### config.mk
export PLATFORM = sky130hd
export DESIGN_NAME = ksa_ctrl
export DESIGN_NICKNAME = d
export VERILOG_FILES = /design/src/design/ksa_pkg.sv /design/src/design/ksa_ctrl.sv
export SDC_FILE = /design/constraint.sdc
export NUM_CORES = 1
export LEC_CHECK = 0
export ABC_CLOCK_PERIOD_IN_PS = 7200
export BUFFER_PORTS_ARGS = -buffer_cell sky130_fd_sc_hd__buf_2
export CAP_MARGIN = 20
export CORE_UTILIZATION = 54
export DETAILED_ROUTE_END_ITERATION = 8
export PLACE_DENSITY = 0.89
export RECOVER_POWER = 25
export SYNTH_ARGS = -nofsm -noshare
export SYNTH_HDL_FRONTEND = slang
export SYNTH_SLANG_ARGS = --single-unit
### constraint.sdc
create_clock -name clk_i -period 7.2 [get_ports clk_i]
set_clock_uncertainty 0.15 [all_clocks]
set_input_delay 1.44 -clock clk_i [delete_from_list [all_inputs] [get_ports clk_i]]
set_output_delay 1.44 -clock clk_i [all_outputs]
set_load 0.03 [all_outputs]
### src/design/ksa_pkg.sv
// Shared types, constants and codes of the keyed slot allocator.
// No dependencies; used by every module file of the block and by its testbench.
`timescale 1ns / 1ps

package ksa_pkg;

  localparam int unsigned MAX_SLOTS = 64;
  localparam int unsigned SLOT_W    = 6;
  localparam int unsigned CNT_W     = 7;
  localparam int unsigned KEY_W     = 64;
  localparam int unsigned TAG_W     = 32;

  typedef enum logic [2:0] {
    ACT_TAKE_FIRST = 3'd0,
    ACT_TAKE_SLOT  = 3'd1,
    ACT_FREE_KEY   = 3'd2,
    ACT_LOOKUP     = 3'd3,
    ACT_READ       = 3'd4
  } action_e;

  typedef enum logic [2:0] {
    STS_OK        = 3'd0,
    STS_NO_FREE   = 3'd1,
    STS_RANGE     = 3'd2,
    STS_OCCUPIED  = 3'd3,
    STS_NOT_FOUND = 3'd4,
    STS_DUPLICATE = 3'd5
  } status_e;

  typedef struct packed {
    logic [KEY_W-1:0] key;
    logic [TAG_W-1:0] tag;
  } slot_data_t;

  typedef struct packed {
    logic              we;
    logic              re;
    logic [SLOT_W-1:0] addr;
    slot_data_t        wdata;
  } mem_req_t;

  // Clamp a requested slot count into 1 .. MAX_SLOTS.
  function automatic logic [CNT_W-1:0] clamp_slots(input logic [CNT_W-1:0] n);
    logic [CNT_W-1:0] r;
    r = n;
    if (n == '0) r = CNT_W'(1);
    else if (n > CNT_W'(MAX_SLOTS)) r = CNT_W'(MAX_SLOTS);
    return r;
  endfunction

endpackage

### src/design/ksa_ctrl.sv
// Sequencer of the keyed slot allocator: occupied marks, free count, slot walk,
// decision and write-back. Depends on ksa_pkg; drives the ksa_mem port.
`timescale 1ns / 1ps

module ksa_ctrl import ksa_pkg::*; (
  input  logic                 clk_i,
  input  logic                 rst_ni,
  input  logic                 start,
  output logic                 busy,
  input  logic [2:0]           action_i,
  input  logic [KEY_W-1:0]     plate_key_i,
  input  logic [TAG_W-1:0]     entry_time_i,
  input  logic [SLOT_W-1:0]    slot_index_i,
  input  logic                 cfg_valid,
  output logic                 cfg_ready,
  input  logic [CNT_W-1:0]     cfg_active_slots_i,
  output logic                 done,
  output logic [2:0]           status_o,
  output logic [SLOT_W-1:0]    result_slot_o,
  output logic                 slot_occupied_o,
  output logic [KEY_W-1:0]     slot_key_o,
  output logic [TAG_W-1:0]     slot_time_o,
  output logic [CNT_W-1:0]     free_count_o,
  output mem_req_t             mem_req_o,
  input  slot_data_t           mem_rdata_i
);

  typedef enum logic [4:0] {
    S_IDLE   = 5'b00001,
    S_SCAN   = 5'b00010,
    S_READ   = 5'b00100,
    S_DRAIN  = 5'b01000,
    S_DECIDE = 5'b10000
  } state_e;

  state_e               state_q, state_d;
  logic [MAX_SLOTS-1:0] occ_q, occ_d;
  logic [CNT_W-1:0]     active_q, active_d;
  logic [CNT_W-1:0]     cnt_q, cnt_d;

  logic [2:0]           action_q;
  logic [KEY_W-1:0]     key_q;
  logic [TAG_W-1:0]     tag_q;
  logic [SLOT_W-1:0]    idx_q;

  logic [SLOT_W-1:0]    scan_q, scan_d;
  logic                 rd_vld_q, rd_vld_d;
  logic [SLOT_W-1:0]    rd_addr_q;
  logic                 hit_q, hit_d;
  logic [SLOT_W-1:0]    hit_slot_q, hit_slot_d;
  logic [TAG_W-1:0]     hit_tag_q, hit_tag_d;
  logic                 free_hit_q, free_hit_d;
  logic [SLOT_W-1:0]    free_slot_q, free_slot_d;

  logic                 done_q;
  status_e              status_q, status_d;
  logic [SLOT_W-1:0]    slot_q, slot_d;
  logic                 socc_q, socc_d;
  logic [KEY_W-1:0]     skey_q, skey_d;
  logic [TAG_W-1:0]     stag_q, stag_d;
  logic [CNT_W-1:0]     fcnt_q;

  logic                 accept;
  logic                 in_range;
  logic [CNT_W-1:0]     last_full;
  logic [SLOT_W-1:0]    last_slot;
  logic                 do_take;
  logic                 do_free;
  logic [SLOT_W-1:0]    take_slot;

  assign busy      = (state_q != S_IDLE);
  assign cfg_ready = (state_q == S_IDLE);
  assign accept    = start && (state_q == S_IDLE);
  assign in_range  = ({1'b0, idx_q} < active_q);
  assign last_full = active_q - CNT_W'(1);
  assign last_slot = last_full[SLOT_W-1:0];

  // Outcome of the request, evaluated in the decide cycle.
  always_comb begin
    status_d  = STS_OK;
    slot_d    = '0;
    socc_d    = 1'b0;
    skey_d    = '0;
    stag_d    = '0;
    do_take   = 1'b0;
    do_free   = 1'b0;
    take_slot = free_slot_q;
    unique case (action_q)
      ACT_TAKE_FIRST: begin
        if (hit_q) status_d = STS_DUPLICATE;
        else if (!free_hit_q) status_d = STS_NO_FREE;
        else begin
          do_take   = 1'b1;
          take_slot = free_slot_q;
        end
      end
      ACT_TAKE_SLOT: begin
        if (!in_range) status_d = STS_RANGE;
        else if (occ_q[idx_q]) status_d = STS_OCCUPIED;
        else if (hit_q) status_d = STS_DUPLICATE;
        else begin
          do_take   = 1'b1;
          take_slot = idx_q;
        end
      end
      ACT_FREE_KEY: begin
        if (!hit_q) status_d = STS_NOT_FOUND;
        else begin
          do_free = 1'b1;
          slot_d  = hit_slot_q;
        end
      end
      ACT_LOOKUP: begin
        if (!hit_q) status_d = STS_NOT_FOUND;
        else begin
          slot_d = hit_slot_q;
          socc_d = 1'b1;
          skey_d = key_q;
          stag_d = hit_tag_q;
        end
      end
      default: begin
        if (!in_range) status_d = STS_RANGE;
        else begin
          slot_d = idx_q;
          socc_d = occ_q[idx_q];
          if (occ_q[idx_q]) begin
            skey_d = mem_rdata_i.key;
            stag_d = mem_rdata_i.tag;
          end
        end
      end
    endcase
    if (do_take) begin
      slot_d = take_slot;
      socc_d = 1'b1;
      skey_d = key_q;
      stag_d = tag_q;
    end
  end

  // Sequencer, slot walk and table update.
  always_comb begin
    state_d     = state_q;
    occ_d       = occ_q;
    active_d    = active_q;
    cnt_d       = cnt_q;
    scan_d      = scan_q;
    rd_vld_d    = 1'b0;
    hit_d       = hit_q;
    hit_slot_d  = hit_slot_q;
    hit_tag_d   = hit_tag_q;
    free_hit_d  = free_hit_q;
    free_slot_d = free_slot_q;
    mem_req_o   = '{we: 1'b0, re: 1'b0, addr: scan_q, wdata: '{key: key_q, tag: tag_q}};

    // Compare the slot read last cycle.
    if (rd_vld_q) begin
      if (occ_q[rd_addr_q] && (mem_rdata_i.key == key_q) && !hit_q) begin
        hit_d      = 1'b1;
        hit_slot_d = rd_addr_q;
        hit_tag_d  = mem_rdata_i.tag;
      end
      if (!occ_q[rd_addr_q] && !free_hit_q) begin
        free_hit_d  = 1'b1;
        free_slot_d = rd_addr_q;
      end
    end

    unique case (state_q)
      S_IDLE: begin
        if (cfg_valid) begin
          active_d = clamp_slots(cfg_active_slots_i);
          cnt_d    = clamp_slots(cfg_active_slots_i);
          occ_d    = '0;
        end
        if (accept) begin
          scan_d     = '0;
          hit_d      = 1'b0;
          free_hit_d = 1'b0;
          priority case (action_i)
            ACT_TAKE_FIRST, ACT_FREE_KEY, ACT_LOOKUP: state_d = S_SCAN;
            ACT_TAKE_SLOT: begin
              if (({1'b0, slot_index_i} < active_q) && !occ_q[slot_index_i]) begin
                state_d = S_SCAN;
              end else begin
                state_d = S_DECIDE;
              end
            end
            default: begin
              if ({1'b0, slot_index_i} < active_q) state_d = S_READ;
              else state_d = S_DECIDE;
            end
          endcase
        end
      end
      S_SCAN: begin
        mem_req_o.re = 1'b1;
        rd_vld_d     = 1'b1;
        if (scan_q == last_slot) state_d = S_DRAIN;
        else scan_d = scan_q + SLOT_W'(1);
      end
      S_READ: begin
        mem_req_o.re   = 1'b1;
        mem_req_o.addr = idx_q;
        state_d        = S_DRAIN;
      end
      S_DRAIN: begin
        state_d = S_DECIDE;
      end
      S_DECIDE: begin
        if (do_take) begin
          mem_req_o.we     = 1'b1;
          mem_req_o.addr   = take_slot;
          occ_d[take_slot] = 1'b1;
          cnt_d            = cnt_q - CNT_W'(1);
        end
        if (do_free) begin
          occ_d[hit_slot_q] = 1'b0;
          cnt_d             = cnt_q + CNT_W'(1);
        end
        state_d = S_IDLE;
      end
      default: state_d = S_IDLE;
    endcase
  end

  always_ff @(posedge clk_i or negedge rst_ni) begin
    if (!rst_ni) begin
      state_q  <= S_IDLE;
      occ_q    <= '0;
      active_q <= CNT_W'(MAX_SLOTS);
      cnt_q    <= CNT_W'(MAX_SLOTS);
      rd_vld_q <= 1'b0;
      done_q   <= 1'b0;
    end else begin
      state_q  <= state_d;
      occ_q    <= occ_d;
      active_q <= active_d;
      cnt_q    <= cnt_d;
      rd_vld_q <= rd_vld_d;
      done_q   <= (state_q == S_DECIDE);
    end
  end

  always_ff @(posedge clk_i) begin
    if (accept) begin
      action_q <= action_i;
      key_q    <= plate_key_i;
      tag_q    <= entry_time_i;
      idx_q    <= slot_index_i;
    end
    scan_q      <= scan_d;
    rd_addr_q   <= scan_q;
    hit_q       <= hit_d;
    hit_slot_q  <= hit_slot_d;
    hit_tag_q   <= hit_tag_d;
    free_hit_q  <= free_hit_d;
    free_slot_q <= free_slot_d;
    if (state_q == S_DECIDE) begin
      status_q <= status_d;
      slot_q   <= slot_d;
      socc_q   <= socc_d;
      skey_q   <= skey_d;
      stag_q   <= stag_d;
      fcnt_q   <= cnt_d;
    end
  end

  assign done            = done_q;
  assign status_o        = status_q;
  assign result_slot_o   = slot_q;
  assign slot_occupied_o = socc_q;
  assign slot_key_o      = skey_q;
  assign slot_time_o     = stag_q;
  assign free_count_o    = fcnt_q;

endmodule

==> flow_summary_export.csv <==
group,metric,value,unit
clocking,post-cts-setup-buffers,0,
critical_path,worstReg2RegStart,"rd_addr_q[0]",
final_layout,layout-drive-gt1-share,30.5,%
clocking,clk_latency,0.54,ns
sta,tightest_slew,3.18,ns
floorplanning,die-height,182,um
critical_path,worstSetupStartpointType,"flip-flop",
outcome,violations,"max-capacitance violations, max-slew violations",
global_route,grt_pass1_wl,92500,um
place,dp_hpwl,45800,um
route,wire_per_inst,29.3,um
clocking,cts-resized-gates,0,
synthesis,yosysUniqueCellTypes,80,
synthesis,syn-cell-area,17500,um2
sta,fin_crit,5.72,ns
clocking,cts.sinks,361,
floorplanning,rows,65,
floorplanning,placeableCoreArea,31700,um2
floorplanning,die_area,33200,um2
global_route,grt_pass1_vias,14300,
synthesis,syn_inst,1338,
sta,timing_hold_violations_final,0,
final_layout,layout_commonest_cell,"buf_2",
synthesis,ys_seq_area_share,59.0,%
critical_path,path_class,"flip-flop to output port",
route,vias,14900,
pwr,p_per_area,357,nW/um2
final_layout,multiInputGateArea,6650,um2
clocking,htree_levels,2,
clocking,root_buffer,"clkbuf_16",
route,drtIter0Drc,1852,
floorplanning,start_util,55.2,%
final_layout,nets,1973,
synthesis,synthTopCellsByArea,"edfxtp_1 (46%), dfrtp_1 (12%), mux4_2 (4.8%), a22o_1 (3.3%), a221o_1 (2.7%)",
sta,setup_viol_count_final,0,
sta,slew_viol_final,126,
clocking,cts_made_buffers,40,
route,drtAntennaViolNets,0,
synthesis,async_flop_share,23.5,%
route,via_per_inst,6.83,
pwr,p_total,0.00761,W
synthesis,synth_enable_flop_cells,268,
place,gp_congestion,1.02,
global_route,grt_max_degree,98,
pwr,power_frac_seq,40.4,%
sta,fin_tns_setup,0,ns
global_route,grt_util_all_layers,37.9,%
synthesis,yosysTopAreaCellShare,45.9,%
clocking,cts.path.max_buffers,3,
clocking,clkTransAtPathRegs,0.06,ns
pwr,p_leak,8.63,nW
global_route,grt_overflow,0,
synthesis,syn_avg_cell_area,13.1,um2
critical_path,cp_max_fo,19,
worst_hold_path,worstHoldPathType,"flip-flop to flip-flop",
final_layout,fillers,2277,
sta,period_share,79.4,%
critical_path,setup.worst_path.start,"idx_q[2]",
pwr,max-vdd-ir-drop,0.293,mV
synthesis,synth_top_area_cell,"edfxtp_1",
critical_path,crit_arrival,4.13,ns
floorplanning,io-pin-count,432,
route,routed_wl,64000,um
critical_path,crit_path_end_kind,"output port",
critical_path,slowest_stage,"edfxtp_1",
synthesis,synth-seq-cells,361,
final_layout,ff_latch_area,10300,um2
worst_hold_path,hp-start,"rd_addr_q[4]",
sta,rsz0062_at_grt,"false",
critical_path,path_cells,"nor2b_1 > a22oi_1 > and3_1 > a31oi_2 > nand4_1 > buf_4 > nand3_1 > a21oi_1 > a221o_1 > buf_2",
sta,fmax,0.175,GHz
synthesis,ys.flop_type,"edfxtp_1",
global_route,antenna_found_initial,9,
floorplanning,fp.dieW,182,um
clocking,cts_tree,"built",
pwr,power_frac_comb,31.4,%
outcome,status,"finished with violations",
route,drc,0,
critical_path,max_stage_delay,0.82,ns
pwr,switching_share,37.6,%
flow_run,cap_violations,4,
critical_path,crit_required,5.61,ns
synthesis,yosys_warnings,0,
final_layout,syn2layout_area_growth,21.6,%
clocking,holdBufCountCts,0,
pwr,internal_power,0.00475,W
place,port_buffers,431,
final_layout,mostFrequentLayoutCells,"buf_2 (393), edfxtp_1 (268), dfrtp_1 (82), nand2_1 (79), a22o_1 (66)",
sta,maxSlewHeadroom,-112,%
pwr,power_switching,0.00286,W
synthesis,syn-num-nets,1564,
pwr,p_clk_share,28.2,%
route,drt_first_pass_iters,6,
[synth_stat cells (all sizes together), types with 35 or more instances]
| cell type | number |
|---|---|
| edfxtp | 268 |
| dfrtp | 82 |
| nand2 | 81 |
| a22o | 66 |
| nor2 | 60 |
| clkbuf | 49 |
| a221o | 47 |
| o21ai | 46 |
| and3 | 45 |
| inv | 45 |
| mux4 | 42 |
| o211ai | 39 |
| mux2i | 36 |
| xor2 | 35 |
[metrics by stage]
step	hold slack [ns]	area, um2	util [%]	setup WS, ns	std cells
after global routing	0.382	21300	67.2	1.08	2185
after floorplan	0.196	17500	-	1.71	1338
final	0.372	21300	67.2	1.48	2185
after global placement	0.321	19900	62.8	2.28	2104
after CTS	0.360	21300	67.3	1.64	2179
after detailed placement	0.350	20000	62.9	2.19	2105
[kinds of logic (layout without fill, tap and decap cells)]
family	Yosys count	after routing	share of synthesized area (%)
mux	80	80	7.69
buf+inv	126	567	3.09
compound gates	380	380	17.0
simple gates	319	319	9.31
other cells	0	4	0
xor+xnor	58	58	2.90
fa+ha+maj	14	14	1.00
flops	361	361	59.0
[registers in the layout (all words and copies together) (netlist names), 3 cells and up]
signal,count
slot_key_o,64
slot_time_o,32
active_q,7
free_slot_q,6
result_slot_o,6
key_q,64
idx_q,6
occ_q,64
cnt_q,7
scan_q,6
rd_addr_q,6
status_o,3
hit_slot_q,6
action_q,3
tag_q,32
state_q,5
hit_tag_q,32
free_count_o,7
[final cells by class]
type                    instances  share of cell area, %
flip-flops and latches        361                   48.5
well taps                     402                   2.36
multi-input cells             851                   31.2
clock buffers                  56                   5.38
clock inverters                18                   1.08
diodes                          4                 0.0470
inverters                      45                  0.828
repair buffers                448                   10.5
[per-layer routing]
layer  vias up  global-route usage, %  wire length (um)
met4         8                   19.9              3800
met2      1240                   59.9             29600
li1       6159                      -                 -
met3       222                   10.6              8030
met1      7288                   47.7             22500
met5         -                      0                48
[power groups by stage]
stage	sequential (W)	combinational, W	clock, W
floorplan	0.00335	0.00125	0
global placement	0.00307	0.00227	0
detailed placement	0.00309	0.00233	0
CTS	0.00305	0.00235	0.00215
global route	0.00309	0.00251	0.00223
finish	0.00307	0.00239	0.00214
[critical path, delay by kind of cell, from the launching register on]
family          cells  cell delay, ns
compound gates      4            1.09
buf+inv             2            0.43
flops               1            0.82
simple gates        4            1.23
[worst paths after layout]
check / slack [ns] / end / cells past startpoint
min: 0.37 / free_slot_q[4] / 0
max reg2reg: 2.70 / free_slot_q[0] / 6
min in group asynchronous: 1.24 / occ_q[61] / 1
max in group asynchronous: 1.89 / occ_q[0] / 2
max: 1.48 / mem_req_o[100] / 10
min reg2reg: 0.37 / free_slot_q[4] / 0
No activity file was read; power rests on OpenSTA's default activity.
